### config.mk
export PLATFORM = sky130hd
export DESIGN_NAME = card_reader_reply_parser_unit
export DESIGN_NICKNAME = d
export VERILOG_FILES = /design/src/rtl/crp_pkg.sv /design/src/rtl/crp_front.sv /design/src/rtl/crp_queue.sv /design/src/rtl/crp_back.sv /design/src/rtl/card_reader_reply_parser_unit.sv
export SDC_FILE = /design/constraint.sdc
export NUM_CORES = 1
export LEC_CHECK = 0
export ABC_AREA = 1
export BUFFER_PORTS_ARGS = -buffer_cell sky130_fd_sc_hd__clkbuf_2
export CORE_UTILIZATION = 50
export DETAILED_ROUTE_END_ITERATION = 16
export PLACE_DENSITY = 0.7
export SLEW_MARGIN = 20
export SYNTH_ARGS = -nofsm -noshare
export SYNTH_HDL_FRONTEND = slang
export SYNTH_SLANG_ARGS = --single-unit
### constraint.sdc
create_clock -name clk -period 12.25 [get_ports clk]
set_input_delay 0.6125 -clock clk [delete_from_list [all_inputs] [get_ports clk]]
set_output_delay 0.6125 -clock clk [all_outputs]
set_load 0.03 [all_outputs]
### src/rtl/crp_pkg.sv
`timescale 1ns / 1ps
// Card reader reply parser package: beat types, op codes, reply layout constants
// and the nibble to ASCII hex helper. No dependencies.
package crp_pkg;

  localparam int PAYLOAD_LEN = 80;
  localparam int POS_W       = 7;
  localparam int STATUS_POS  = 8;
  localparam int NUMBER_POS  = 10;
  localparam int PREFIX_LEN  = 3;
  localparam int NUMBER_LEN  = 4;
  localparam int QUEUE_DEPTH = 2;

  localparam logic [7:0] CARD_OK  = 8'h43;
  localparam logic [7:0] PREFIX_0 = 8'h52;  // 'R'
  localparam logic [7:0] PREFIX_1 = 8'h45;  // 'E'
  localparam logic [7:0] PREFIX_2 = 8'h53;  // 'S'

  typedef enum logic [1:0] {
    OP_BYTE    = 2'd0,
    OP_CLEAR   = 2'd1,
    OP_EXTRACT = 2'd2
  } op_t;

  typedef struct packed {
    logic [1:0] op;
    logic [7:0] rx_byte;
  } crp_in_t;

  typedef struct packed {
    logic        card_found;
    logic [31:0] card_number;
    logic [31:0] hex_text_high;
    logic [31:0] hex_text_low;
  } crp_out_t;

  typedef struct packed {
    logic        card_ok;
    logic [31:0] number;
  } crp_req_t;

  typedef struct packed {
    logic full;
    logic empty;
  } crp_q_stat_t;

  function automatic logic [7:0] hex_char(input logic [3:0] nib);
    logic [7:0] v;
    v = {4'h0, nib};
    if (nib <= 4'd9) begin
      hex_char = v + 8'h30;
    end else begin
      hex_char = v + 8'h37;  // 'A' - 10
    end
  endfunction

endpackage

### src/rtl/crp_front.sv
`timescale 1ns / 1ps
// Front end: byte position counter and capture registers, classifies each beat
// and posts extract requests to the queue. Depends on crp_pkg.
module crp_front (
  input  logic              clk,
  input  logic              rst_n,
  input  logic              take,
  input  crp_pkg::crp_in_t  in_beat,
  output logic              req_push,
  output crp_pkg::crp_req_t req
);
  import crp_pkg::*;

  logic [POS_W-1:0] pos_r, pos_nxt;
  logic [7:0]       prefix_r [PREFIX_LEN];
  logic [7:0]       prefix_nxt [PREFIX_LEN];
  logic [7:0]       status_r, status_nxt;
  logic [7:0]       number_r [NUMBER_LEN];
  logic [7:0]       number_nxt [NUMBER_LEN];
  logic             is_res;

  always_comb begin
    pos_nxt    = pos_r;
    prefix_nxt = prefix_r;
    status_nxt = status_r;
    number_nxt = number_r;
    req_push   = 1'b0;
    if (take) begin
      unique case (in_beat.op)
        OP_BYTE: begin
          if (pos_r < POS_W'(PAYLOAD_LEN)) begin
            for (int i = 0; i < PREFIX_LEN; i++) begin
              if (pos_r == POS_W'(i)) prefix_nxt[i] = in_beat.rx_byte;
            end
            if (pos_r == POS_W'(STATUS_POS)) status_nxt = in_beat.rx_byte;
            for (int i = 0; i < NUMBER_LEN; i++) begin
              if (pos_r == POS_W'(NUMBER_POS + i)) number_nxt[i] = in_beat.rx_byte;
            end
            pos_nxt = pos_r + 1'b1;
          end else begin
            pos_nxt = '0;
          end
        end
        OP_CLEAR: begin
          pos_nxt    = '0;
          prefix_nxt = '{default: 8'h00};
          status_nxt = 8'h00;
          number_nxt = '{default: 8'h00};
        end
        OP_EXTRACT: begin
          req_push = 1'b1;
        end
        default: begin
        end
      endcase
    end
  end

  assign is_res = (prefix_r[0] == PREFIX_0) && (prefix_r[1] == PREFIX_1) &&
                  (prefix_r[2] == PREFIX_2);
  assign req.card_ok = !is_res && (status_r == CARD_OK);
  assign req.number  = {number_r[0], number_r[1], number_r[2], number_r[3]};

  always_ff @(posedge clk) begin
    if (!rst_n) begin
      pos_r    <= '0;
      prefix_r <= '{default: 8'h00};
      status_r <= 8'h00;
      number_r <= '{default: 8'h00};
    end else begin
      pos_r    <= pos_nxt;
      prefix_r <= prefix_nxt;
      status_r <= status_nxt;
      number_r <= number_nxt;
    end
  end

endmodule

### src/rtl/crp_queue.sv
`timescale 1ns / 1ps
// Short request queue between front and back end, QUEUE_DEPTH entries.
// Depends on crp_pkg.
module crp_queue (
  input  logic                 clk,
  input  logic                 rst_n,
  input  logic                 push,
  input  crp_pkg::crp_req_t    din,
  input  logic                 pop,
  output crp_pkg::crp_req_t    dout,
  output crp_pkg::crp_q_stat_t stat
);
  import crp_pkg::*;

  localparam int PTR_W = $clog2(QUEUE_DEPTH);
  localparam int CNT_W = $clog2(QUEUE_DEPTH + 1);

  crp_req_t         mem [QUEUE_DEPTH];
  logic [PTR_W-1:0] wr_ptr_r, wr_ptr_nxt;
  logic [PTR_W-1:0] rd_ptr_r, rd_ptr_nxt;
  logic [CNT_W-1:0] cnt_r, cnt_nxt;
  logic             do_push, do_pop;

  assign stat.full  = (cnt_r == CNT_W'(QUEUE_DEPTH));
  assign stat.empty = (cnt_r == '0);
  assign do_push    = push && !stat.full;
  assign do_pop     = pop && !stat.empty;
  assign dout       = mem[rd_ptr_r];

  always_comb begin
    wr_ptr_nxt = wr_ptr_r;
    rd_ptr_nxt = rd_ptr_r;
    cnt_nxt    = cnt_r;
    if (do_push) begin
      wr_ptr_nxt = (wr_ptr_r == PTR_W'(QUEUE_DEPTH - 1)) ? '0 : wr_ptr_r + 1'b1;
    end
    if (do_pop) begin
      rd_ptr_nxt = (rd_ptr_r == PTR_W'(QUEUE_DEPTH - 1)) ? '0 : rd_ptr_r + 1'b1;
    end
    if (do_push && !do_pop) begin
      cnt_nxt = cnt_r + 1'b1;
    end else if (do_pop && !do_push) begin
      cnt_nxt = cnt_r - 1'b1;
    end
  end

  always_ff @(posedge clk) begin
    if (do_push) begin
      mem[wr_ptr_r] <= din;
    end
  end

  always_ff @(posedge clk) begin
    if (!rst_n) begin
      wr_ptr_r <= '0;
      rd_ptr_r <= '0;
      cnt_r    <= '0;
    end else begin
      wr_ptr_r <= wr_ptr_nxt;
      rd_ptr_r <= rd_ptr_nxt;
      cnt_r    <= cnt_nxt;
    end
  end

endmodule

### src/rtl/crp_back.sv
`timescale 1ns / 1ps
// Back end: held card number and hex text, builds result beats into the output
// register. Depends on crp_pkg.
module crp_back (
  input  logic              clk,
  input  logic              rst_n,
  input  logic              req_valid,
  input  crp_pkg::crp_req_t req,
  output logic              req_pop,
  output logic              out_valid,
  input  logic              out_pop,
  output crp_pkg::crp_out_t out_beat
);
  import crp_pkg::*;

  logic [31:0] held_num_r, held_num_nxt;
  logic [63:0] held_hex_r, held_hex_nxt;
  logic        out_valid_r, out_valid_nxt;
  crp_out_t    out_r, out_nxt;
  logic [63:0] hex_new;

  always_comb begin
    for (int i = 0; i < 8; i++) begin
      hex_new[63 - 8*i -: 8] = hex_char(req.number[31 - 4*i -: 4]);
    end
  end

  assign req_pop = req_valid && (!out_valid_r || out_pop);

  always_comb begin
    held_num_nxt  = held_num_r;
    held_hex_nxt  = held_hex_r;
    out_nxt       = out_r;
    out_valid_nxt = out_valid_r && !out_pop;
    if (req_pop) begin
      if (req.card_ok) begin
        held_num_nxt = req.number;
        held_hex_nxt = hex_new;
      end
      out_nxt.card_found    = req.card_ok;
      out_nxt.card_number   = held_num_nxt;
      out_nxt.hex_text_high = held_hex_nxt[63:32];
      out_nxt.hex_text_low  = held_hex_nxt[31:0];
      out_valid_nxt         = 1'b1;
    end
  end

  always_ff @(posedge clk) begin
    if (!rst_n) begin
      held_num_r  <= '0;
      held_hex_r  <= '0;
      out_valid_r <= 1'b0;
    end else begin
      held_num_r  <= held_num_nxt;
      held_hex_r  <= held_hex_nxt;
      out_valid_r <= out_valid_nxt;
    end
  end

  always_ff @(posedge clk) begin
    out_r <= out_nxt;
  end

  assign out_valid = out_valid_r;
  assign out_beat  = out_r;

endmodule

### src/rtl/card_reader_reply_parser_unit.sv
`timescale 1ns / 1ps
// Card reader reply parser, top level. Instantiates crp_front, crp_queue and
// crp_back; depends on crp_pkg.
//
// Input channel: push/full queue of beats {op, rx_byte}. Byte beats advance the
// reply position and capture prefix, status and card bytes; clear beats restart
// the reply; extract beats produce one result beat each. Unused op codes are
// dropped. One beat per cycle is accepted whenever full is low.
// Result channel: empty/pop queue of {card_found, card_number, hex_text_high,
// hex_text_low}. An extract beat passes through the request queue, then the output
// register, before it shows up on the result ports; results stream at one per cycle
// while pop stays high.
// When the receiver stalls, the output register holds its beat, the two-entry
// request queue fills, and full rises; byte and clear beats also wait then.
// Reset (synchronous, rst_n low) empties both queues and zeroes the position,
// captured bytes and the held card number and text.
module card_reader_reply_parser_unit (
  input  logic              clk,
  input  logic              rst_n,
  input  logic              in_push,
  output logic              in_full,
  input  crp_pkg::crp_in_t  in_beat,
  output logic              out_empty,
  input  logic              out_pop,
  output crp_pkg::crp_out_t out_beat
);
  import crp_pkg::*;

  logic        take;
  logic        q_push;
  crp_req_t    q_din;
  logic        q_pop;
  crp_req_t    q_dout;
  crp_q_stat_t q_stat;
  logic        out_valid;

  assign in_full   = q_stat.full;
  assign take      = in_push && !q_stat.full;
  assign out_empty = !out_valid;

  crp_front u_front (
    .clk      (clk),
    .rst_n    (rst_n),
    .take     (take),
    .in_beat  (in_beat),
    .req_push (q_push),
    .req      (q_din)
  );

  crp_queue u_queue (
    .clk   (clk),
    .rst_n (rst_n),
    .push  (q_push),
    .din   (q_din),
    .pop   (q_pop),
    .dout  (q_dout),
    .stat  (q_stat)
  );

  crp_back u_back (
    .clk       (clk),
    .rst_n     (rst_n),
    .req_valid (!q_stat.empty),
    .req       (q_dout),
    .req_pop   (q_pop),
    .out_valid (out_valid),
    .out_pop   (out_pop),
    .out_beat  (out_beat)
  );

`ifndef ASSERT_OFF
  a_no_push_when_full: assert property (@(posedge clk) disable iff (!rst_n)
    q_push |-> !q_stat.full) else $error("request pushed into full queue");

  a_pop_loads_output: assert property (@(posedge clk) disable iff (!rst_n)
    q_pop |=> !out_empty) else $error("popped request did not reach output");

  a_hex_matches_number: assert property (@(posedge clk) disable iff (!rst_n)
    (!out_empty && out_beat.card_found) |->
      (out_beat.hex_text_high[31:24] == hex_char(out_beat.card_number[31:28]) &&
       out_beat.hex_text_low[7:0] == hex_char(out_beat.card_number[3:0])))
    else $error("hex text does not match card number");
`endif

endmodule
## Word-level counts from Yosys, hierarchy flattened

Memory sizes are Yosys's and may differ from the RTL's. A register that Yosys moved wholly into a read port is not among the register bits.
Cells that the tools add are included.

- Register bits: 269
- Bits in writable memories: 66
- Bits of input ports: 14
- Output and inout bits: 99
- Logic and storage cells: 142
- Memories kept: 1

Memories:

| name | words | width | rd ports | clocked after Yosys merged registers in | write ports | line | source |
|---|---|---|---|---|---|---|---|
| u_queue.mem | 2 | 33 | 1 | 1 | 1 | crp_queue.sv:18 | `crp_req_t mem [QUEUE_DEPTH];` |

- $add $sub $neg: 21
- Magnitude comparators: 9
- Equal/unequal tests: 23
- Mux-type cells: 37
- Reductions and logical operators: 32

Operators with widths:

| operator | count |
|---|---|
| $mux W8 | 17 |
| $add A4 B6 Y7 const B | 16 |
| $mux W32 | 2 |
| $mux W64 | 1 |
| $pmux W32 S2 | 1 |
| $pmux W24 S2 | 1 |
| $eq A7 B4 Y1 const B | 5 |
| $eq A8 B7 Y1 const B | 4 |
| $le A4 B4 Y1 const B | 8 |
| $reduce_and A4 Y1 | 8 |
| $mux W24 | 1 |
| $ne A2 B1 Y1 const B | 9 |
| $pmux W8 S2 | 1 |
| $pmux W7 S2 | 1 |
| $logic_and A1 B1 Y1 | 10 |
| $mux W1 | 9 |
| $add A7 B1 Y7 const B | 1 |
| $eq A7 B1 Y1 const B | 1 |
| $eq A7 B2 Y1 const B | 1 |
| $logic_not A1 Y1 | 7 |
| $logic_not A7 Y1 | 1 |
| $lt A7 B7 Y1 const B | 1 |
| $mux W7 | 1 |
| $eq A2 B2 Y1 const B | 2 |
| 9 further kinds | 13 |

## Depth between registers and ports, before layout

Gate-level depths: netlist (run 1).

- Depth in word-level cells: 9
- Mapped depth: 15
- Gate-level depth less buffers: 13

## Hierarchy

A second synthesis (run 1) with hierarchy kept.

- Cell total of the unflattened synthesis: 1525
- Area total of the unflattened synthesis: 14295.0 µm²

By module, submodules not included:

| module | times used | cells an instance | area an instance (µm²) | sequential area each (µm²) |
|---|---|---|---|---|
| crp_back | 1 | 898 | 8167.8 | 4854.7 |
| crp_front | 1 | 482 | 3326.9 | 1421.4 |
| crp_queue | 1 | 141 | 2782.7 | 2082.0 |
| card_reader_reply_parser_unit | 1 | 4 | 17.5 | 0.0 |

## Worst setup path before layout (run 1)

No wires, ideal clock.

- Kind: input port to flip-flop
- Start point: input port out_pop
- End point: register u_back.out_r (netlist bit u_back.out_beat[0]), enable pin
- Setup time: 0.499 ns
- Data arrival time: 3.754 ns
- Data required time: 11.751 ns
- Setup slack: 7.997 ns
- Stages on the path: 5
- Buffers on the path: 1
- Path through: inv_1 > nand2_1 > o21ai_2 > inv_2 > clkbuf_1

- Cells in the longest elaborated chain, start to end: 2

RTL lines:

| what | line | source |
|---|---|---|
| start: declaration | card_reader_reply_parser_unit.sv:24 | `input logic out_pop,` |
| $logic_or A1 B1 Y1 | crp_back.sv:28 | `assign req_pop = req_valid && (!out_valid_r \|\| out_pop);` |
| $logic_and A1 B1 Y1 | crp_back.sv:28 |  |
| via q_pop | card_reader_reply_parser_unit.sv:32 | `logic q_pop;` |
| end signal: assignment | crp_back.sv:61 | `out_r <= out_nxt;` |
| end: declaration | crp_back.sv:19 | `crp_out_t out_r, out_nxt;` |

The timed path passes the listed nets, and every way through them passes these cells.
A chain may end at the register's enable or synchronous reset.

==> results.ini, run 1 <==
[sta]
hold_viol=0
slew_viol_final=0
slew_headroom_pct=28.1
tightest_slew_ns=1.08
setup_tns_ns=0
rsz0062_at_grt=false
period_share_pct=24.6
hold_slack_ns=0.443
period_minus_slack_ns=3.01
skew_ns=0.0187
setup_viol=0
timing.fmax_mhz=332

[routing]
wire_per_inst_um=14.7
drcViolationCount=0
drtIter0Drc=979
wirelength_um=30700
post_drt_via_cell_ratio=5.14
ant_nets=0
vias=10700
dr.pass1.iters=7

[pwr]
power_density_nw_per_um2=266
irDropWorstVdd_uv=123
power_leakage_nw=6.97

[yosys]
syn_area_sq_um=14200
syn-instance-count=1596
synth-xor-area-share_pct=0.0618
synth_simple_gate_area_share_pct=21.9
yosysTopAreaCellShare_pct=34.5
synth_top_family_by_area=simple AND/OR/NAND/NOR gates
syn_avg_cell_area_sq_um=8.88
synth_edf_count=163
synth.distinct_cells=38
ys_ff_latch=336
yosysSeqAreaShare_pct=59.0
async_reset_ff_share_pct=0
synth_ff_type=dfxtp_1
synthMuxAreaShare_pct=0
yosys.cell_count.top_type=nand2_1
ys_warn_count=0
synthesis.nets=1631
synth_common_cells=nand2_1 (440), dfxtp_1 (173), inv_1 (167)
synth-compound-area-share_pct=9.76
yosysTopAreaCell=edfxtp_1
synth_adder_area_share_pct=1.85
yosys-top-cells-area=edfxtp_1 (35%), dfxtp_1 (24%), nand2_1 (12%), a21oi_1 (5.1%), inv_1 (4.4%)

[place]
io_buffer_count=112
place.gp.congestion=0.804
dp.cells=2027
dp_hpwl_um=19200

[floorplanning]
die-area_sq_um=29000
dieHeight_um=170
pin_count=113
die_w_um=170
initial_core_util_pct=50.9
coreArea_sq_um=27900
row_count=61

[cts]
clock_latency_ns=0.52
cts_buffers=36
cts_resized=0
htreeDepth=2
cts_num_sinks=336
cts_hold_buf=0
cts_max_path_buffers=3
postCtsSetupRepairBufs=0
cts_root_buf=clkbuf_16
cts.clk_slew.worst_paths_ns=0.06
cts_tree=built

[global_routing]
antenna_found_initial=0
grt_max_degree=104
grt_pass1_vias=9737
grt.total_usage_pct=21.4
grt_overflow=0
grt_pass1_wl_um=49200

[worst_setup_path]
path_max_fanout=71
endpoint_kind=flip-flop
r2r_setup_slack_ns=9.24
crit_type=reg2reg
r2r_cells=9
startpoint_type=flip-flop
crit_required_ns=12.68
r2r-end=u_back.held_hex_r[14]$_SDFFE_PN0P_
worstPathArrival_ns=3.45

[layout]
final_layout_size_suffix_gt1_share_pct=12.2
fin_nets=1722
fill_cells=2412
final_cells=2091
syn_to_final_growth_pct=13.6
diodes=0

[outcome]
outcome=finished, final reports clean

[min_path]
hold_depth=2
min_from=u_back.held_hex_r[23]$_SDFFE_PN0P_
min_to=u_back.held_hex_r[23]$_SDFFE_PN0P_
hold_class=reg2reg

[job]
cap_violations=0

[where the power goes]
group          switching, mW  internal, mW  leakage (nW)
combinational           1.14         0.375          3.42
sequential             0.112          1.56          2.97
clock                  0.427         0.660         0.583
[cells in the final DEF (no fill, tap or decap), types with 8 or more instances in the layout]
cell type  netlist  routed
a211oi_1        16      16
a21oi_1        143     143
buf_4           14      11
clkbuf_1        20      10
clkbuf_16        0      39
clkbuf_2         0     112
dfxtp_1        173     172
edfxtp_1       163     163
ha_1            21      21
inv_1          167     167
nand2_1        440     440
nand3_1        121     121
nor2_1         163     161
nor3_1          10      10
o21a_1           8       8
o21ai_0         40      40
o21ai_1          9       9
o21ai_4          8       8
[state kept, by name, indices dropped and copies added (netlist names), named ones only]
register and flops:
u_back.held_hex_r 64, u_back.held_num_r 32, u_back.out_beat 97, u_back.out_valid 1, u_front.pos_r 7, u_front.prefix_r 24
u_front.req 32, u_front.status_r 8, u_queue.cnt_r 2, u_queue.mem 66, u_queue.rd_ptr_r 1, u_queue.wr_ptr_r 1
[cell type report]
type | count | area (sq um) | area share [%]
sequential | 336 | 8360 | 51.9
multi-input combinational | 1018 | 4770 | 29.7
clock buffer | 55 | 1100 | 6.81
inverter | 172 | 652 | 4.05
timing repair buffer | 123 | 643 | 4.00
tap | 378 | 473 | 2.94
clock inverter | 9 | 98.8 | 0.614
[how the worst max path moves through the flow]
stage	cells past startpoint	slack [ns]	to	start
global placement	10	9.20	u_back.held_hex_r[13]$_SDFFE_PN0P_	out_pop
finish	9	9.24	u_back.held_hex_r[14]$_SDFFE_PN0P_	flip-flop
floorplan	5	8.00	u_back.out_beat[0]$_DFFE_PP_	out_pop
detailed placement	10	9.15	u_back.held_hex_r[21]$_SDFFE_PN0P_	out_pop
global route	9	9.02	u_back.held_hex_r[14]$_SDFFE_PN0P_	flip-flop
CTS	9	9.24	u_back.held_hex_r[14]$_SDFFE_PN0P_	flip-flop
[critical path, stage by stage (launching register included)]
cell and delay (ns):
dfxtp_2 0.43, inv_4 0.28, nand2_1 0.11, nand2_2 0.06, buf_4 0.61, nor2_4 0.06, buf_4 0.34, inv_2 0.68
nand2_1 0.11, a21oi_1 0.19
[layer usage]
metal / part of all wire (%) / vias to the layer above / track usage, %
li1: - / 5394 / -
met1: 48 / 4972 / 31.0
met2: 44 / 338 / 33.1
met3: 6.2 / 38 / 2.79
met4: 1.8 / 0 / 6.50
met5: 0 / - / 0
[per-stage QoR]
step	worst slack, ns	total power, mW	cell area (sq um)	utilization (%)
floorplan	8.00	2.84	14200	-
global placement	9.20	3.18	14900	53.5
detailed placement	9.15	3.21	14900	53.5
CTS	9.24	4.30	16100	57.8
global route	9.02	4.52	16100	57.8
finish	9.24	4.27	16100	57.8
[logic make-up after synthesis]
| family | Yosys count |
|---|---|
| adder cells (fa/ha/maj) | 21 |
| flip-flops | 336 |
| XOR/XNOR | 1 |
| AND/OR/NAND/NOR | 757 |
| AO/OA/AOI/OAI | 239 |
| buffers and inverters | 242 |
Note: power is estimated with default switching activity, not from simulation.
==> inputs of run 2 (changes only) <==
--- a/config.mk
+++ b/config.mk
@@ -5,11 +5,11 @@
 export SDC_FILE = /design/constraint.sdc
 export NUM_CORES = 1
 export LEC_CHECK = 0
-export ABC_AREA = 1
+export ABC_AREA = 0
 export BUFFER_PORTS_ARGS = -buffer_cell sky130_fd_sc_hd__clkbuf_2
 export CORE_UTILIZATION = 50
 export DETAILED_ROUTE_END_ITERATION = 16
-export PLACE_DENSITY = 0.7
+export PLACE_DENSITY = 0.71
 export SLEW_MARGIN = 20
 export SYNTH_ARGS = -nofsm -noshare
 export SYNTH_HDL_FRONTEND = slang
==> constraint.sdc (replaced) <==
create_clock -name clk -period 3 [get_ports clk]
set_input_delay 0.15 -clock clk [delete_from_list [all_inputs] [get_ports clk]]
set_output_delay 0.15 -clock clk [all_outputs]
set_load 0.03 [all_outputs]
==> run 2 against run 1 <==
Die area is 3.9% lower. Maximum frequency up 20%. Register-to-register slack lost 8.8 ns. Utilization grew 0.82 points. Non-clock buffer count grew 20. Sequential power rose to 4.0 times the previous value. Via count is 13% lower. Total power grew to 3.7 times the previous value. Sequential cell count is the same. Synthesized area is 4.0% lower. Critical endpoint is now u_back.held_hex_r[45]$_SDFFE_PN0P_. Largest cell class unchanged. Largest power group unchanged.
==> results.ini, run 2 <==
[worst_setup_path]
crit_required_ns=3.41
endpoint_kind=flip-flop
r2r-end=u_back.held_hex_r[45]$_SDFFE_PN0P_
r2r_cells=8
worstPathArrival_ns=2.93
startpoint_type=flip-flop
r2r_setup_slack_ns=0.48
crit_type=reg2reg
path_max_fanout=29

[floorplanning]
dieHeight_um=167
coreArea_sq_um=26800
row_count=60
die-area_sq_um=27900
initial_core_util_pct=50.8
pin_count=113
die_w_um=167

[layout]
multiInputGateArea_sq_um=4780
final_layout_size_suffix_gt1_share_pct=20.8
design_area_sq_um=15700
layout_commonest_cell=dfxtp_1
final_cell_mix=dfxtp_1 (172), edfxtp_1 (163), nand2_1 (131), clkbuf_2 (112), nor2_1 (90)
fill_cells=2194
largest_reg_flops=97
syn_to_final_growth_pct=15.4
seqCellArea_sq_um=8360
diodes=0
fin_nets=1307

[sta]
period_share_pct=84.0
slew_viol_final=0
slew_headroom_pct=51.6
setup_tns_ns=0
period_minus_slack_ns=2.52
tightest_slew_ns=0.723
hold_viol=0
hold_slack_ns=0.0237
rsz0062_at_grt=false
timing.fmax_mhz=397
setup_viol=0
skew_ns=0.0239
fin_ws_ns=0.480

[cts]
htreeDepth=2
cts_tree=built
clock_latency_ns=0.52
cts_max_path_buffers=3
postCtsSetupRepairBufs=0
cts.clk_slew.worst_paths_ns=0.06
cts_root_buf=clkbuf_16
cts_num_sinks=336
cts_buffers=36

[routing]
drtIter0Drc=833
wirelength_um=30900
drcViolationCount=0
ant_nets=0
wire_per_inst_um=18.8
vias=9375
dr.pass1.iters=5
post_drt_via_cell_ratio=5.71

[yosys]
ys_warn_count=0
synth_ff_type=dfxtp_1
yosysSeqAreaShare_pct=61.4
async_reset_ff_share_pct=0
ys_ff_latch=336
synth.distinct_cells=72
syn_area_sq_um=13600
syn-instance-count=1166
syn_avg_cell_area_sq_um=11.7
synthesis.nets=1201
yosys.cell_count.top_type=dfxtp_1
yosysTopAreaCellShare_pct=36.0
yosys-top-cells-area=edfxtp_1 (36%), dfxtp_1 (25%), nand2_1 (3.6%), a22o_1 (3.3%), nor2_1 (2.5%)
synth_edf_count=163
synth_common_cells=dfxtp_1 (173), edfxtp_1 (163), nand2_1 (131)
yosysTopAreaCell=edfxtp_1

[min_path]
hold_class=in2reg
min_to=u_front.req[15]$_SDFFE_PN0P_
hold_depth=3
min_from=in_beat[7]

[global_routing]
grt_pass1_wl_um=47700
grt_pass1_vias=8595
grt_overflow=0
antenna_found_initial=0
grt.total_usage_pct=21.9
grt_max_degree=101

[place]
place.gp.congestion=0.867
post-place-ws_ns=0.499
placed_cell_area_sq_um=14500
dp_hpwl_um=20600
io_buffer_count=112

[pwr]
irDropWorstVdd_uv=770
power_density_nw_per_um2=1000
power_leakage_nw=6.11

[outcome]
outcome=finished, final reports clean

[job]
cap_violations=0

-- run 2: cell count changes in the layout (fill, tap and decap cells not counted), moves of 17 or more --
cell,delta
inv_1,-143
a21oi_1,-77
and3_1,+23
a22o_1,+51
nand3_1,-80
nor2_1,-71
o22ai_1,+17
nand2_1,-309
-- run 2: worst max path at each step --
stage                                        startpoint                                 end  depth (start not counted)
after detailed placement                      flip-flop  u_back.held_hex_r[48]$_SDFFE_PN0P_                          8
after global placement                        flip-flop  u_back.held_hex_r[48]$_SDFFE_PN0P_                          8
after floorplan           u_queue.cnt_r[0]$_SDFFE_PN0P_         u_queue.mem[0][0]$_DFFE_PP_                          4
final                                         flip-flop  u_back.held_hex_r[45]$_SDFFE_PN0P_                          8
after global routing                          flip-flop  u_back.held_hex_r[45]$_SDFFE_PN0P_                          8
after CTS                                     flip-flop  u_back.held_hex_r[48]$_SDFFE_PN0P_                          8
-- run 2: cells by family (layout without fill, tap and decap cells) --
family / count (synthesis) / in the layout / share of synthesized area [%]
and+or+nand+nor: 352 / 352 / 12.2
DFF: 336 / 336 / 61.4
AOI/OAI and AO/OA: 298 / 298 / 16.1
buffers and inverters: 104 / 238 / 3.51
muxes: 48 / 48 / 4.39
adders and majority gates: 21 / 21 / 1.93
xor gates and xnor gates: 7 / 7 / 0.451
-- run 2: per-stage QoR --
| stage | total power, mW | instances | utilization, % |
|---|---|---|---|
| after floorplan | 10.1 | 1166 | - |
| after global placement | 11.5 | 1571 | 54.1 |
| after detailed placement | 11.6 | 1571 | 54.1 |
| after CTS | 15.9 | 1641 | 58.6 |
| after global routing | 16.4 | 1641 | 58.6 |
| final | 15.8 | 1641 | 58.6 |
-- run 2: routing by layer --
| layer | part of all wire, % | vias up | global-route usage [%] |
|---|---|---|---|
| met2 | 46 | 326 | 34.1 |
| met3 | 6.4 | 37 | 4.13 |
| met5 | 0 | - | 0 |
| met1 | 46 | 4505 | 30.8 |
| met4 | 2.2 | 0 | 7.13 |
| li1 | - | 4507 | - |
-- run 2: critical path, cell delays in order (launching register included) --
cell and delay, ns:
dfxtp_2 0.44, buf_12 0.24, mux2i_2 0.39, inv_1 0.13
ha_1 0.20, nor2_1 0.24, a2bb2oi_2 0.33, o31ai_1 0.16
o221a_2 0.28
-- run 2: timing repair --
item / CTS / global route
resized for setup: 0 / 0
hold buffers: 4 / 0
hold endpoints to repair: 6 / 0
-- run 2: area by class of cell --
type | instances | share of cell area (%)
Multi-Input combinational cell | 726 | 30.4
Timing Repair Buffer | 143 | 5.51
Tap cell | 341 | 2.72
Inverter | 29 | 0.709
Clock inverter | 13 | 0.677
Clock buffer | 53 | 6.73
Sequential cell | 336 | 53.2
-- run 2: where the power goes --
part           switching, mW  internal, mW
sequential             0.470          6.18
clock                   1.75          2.55
combinational           3.39          1.43
total                   5.60          10.2
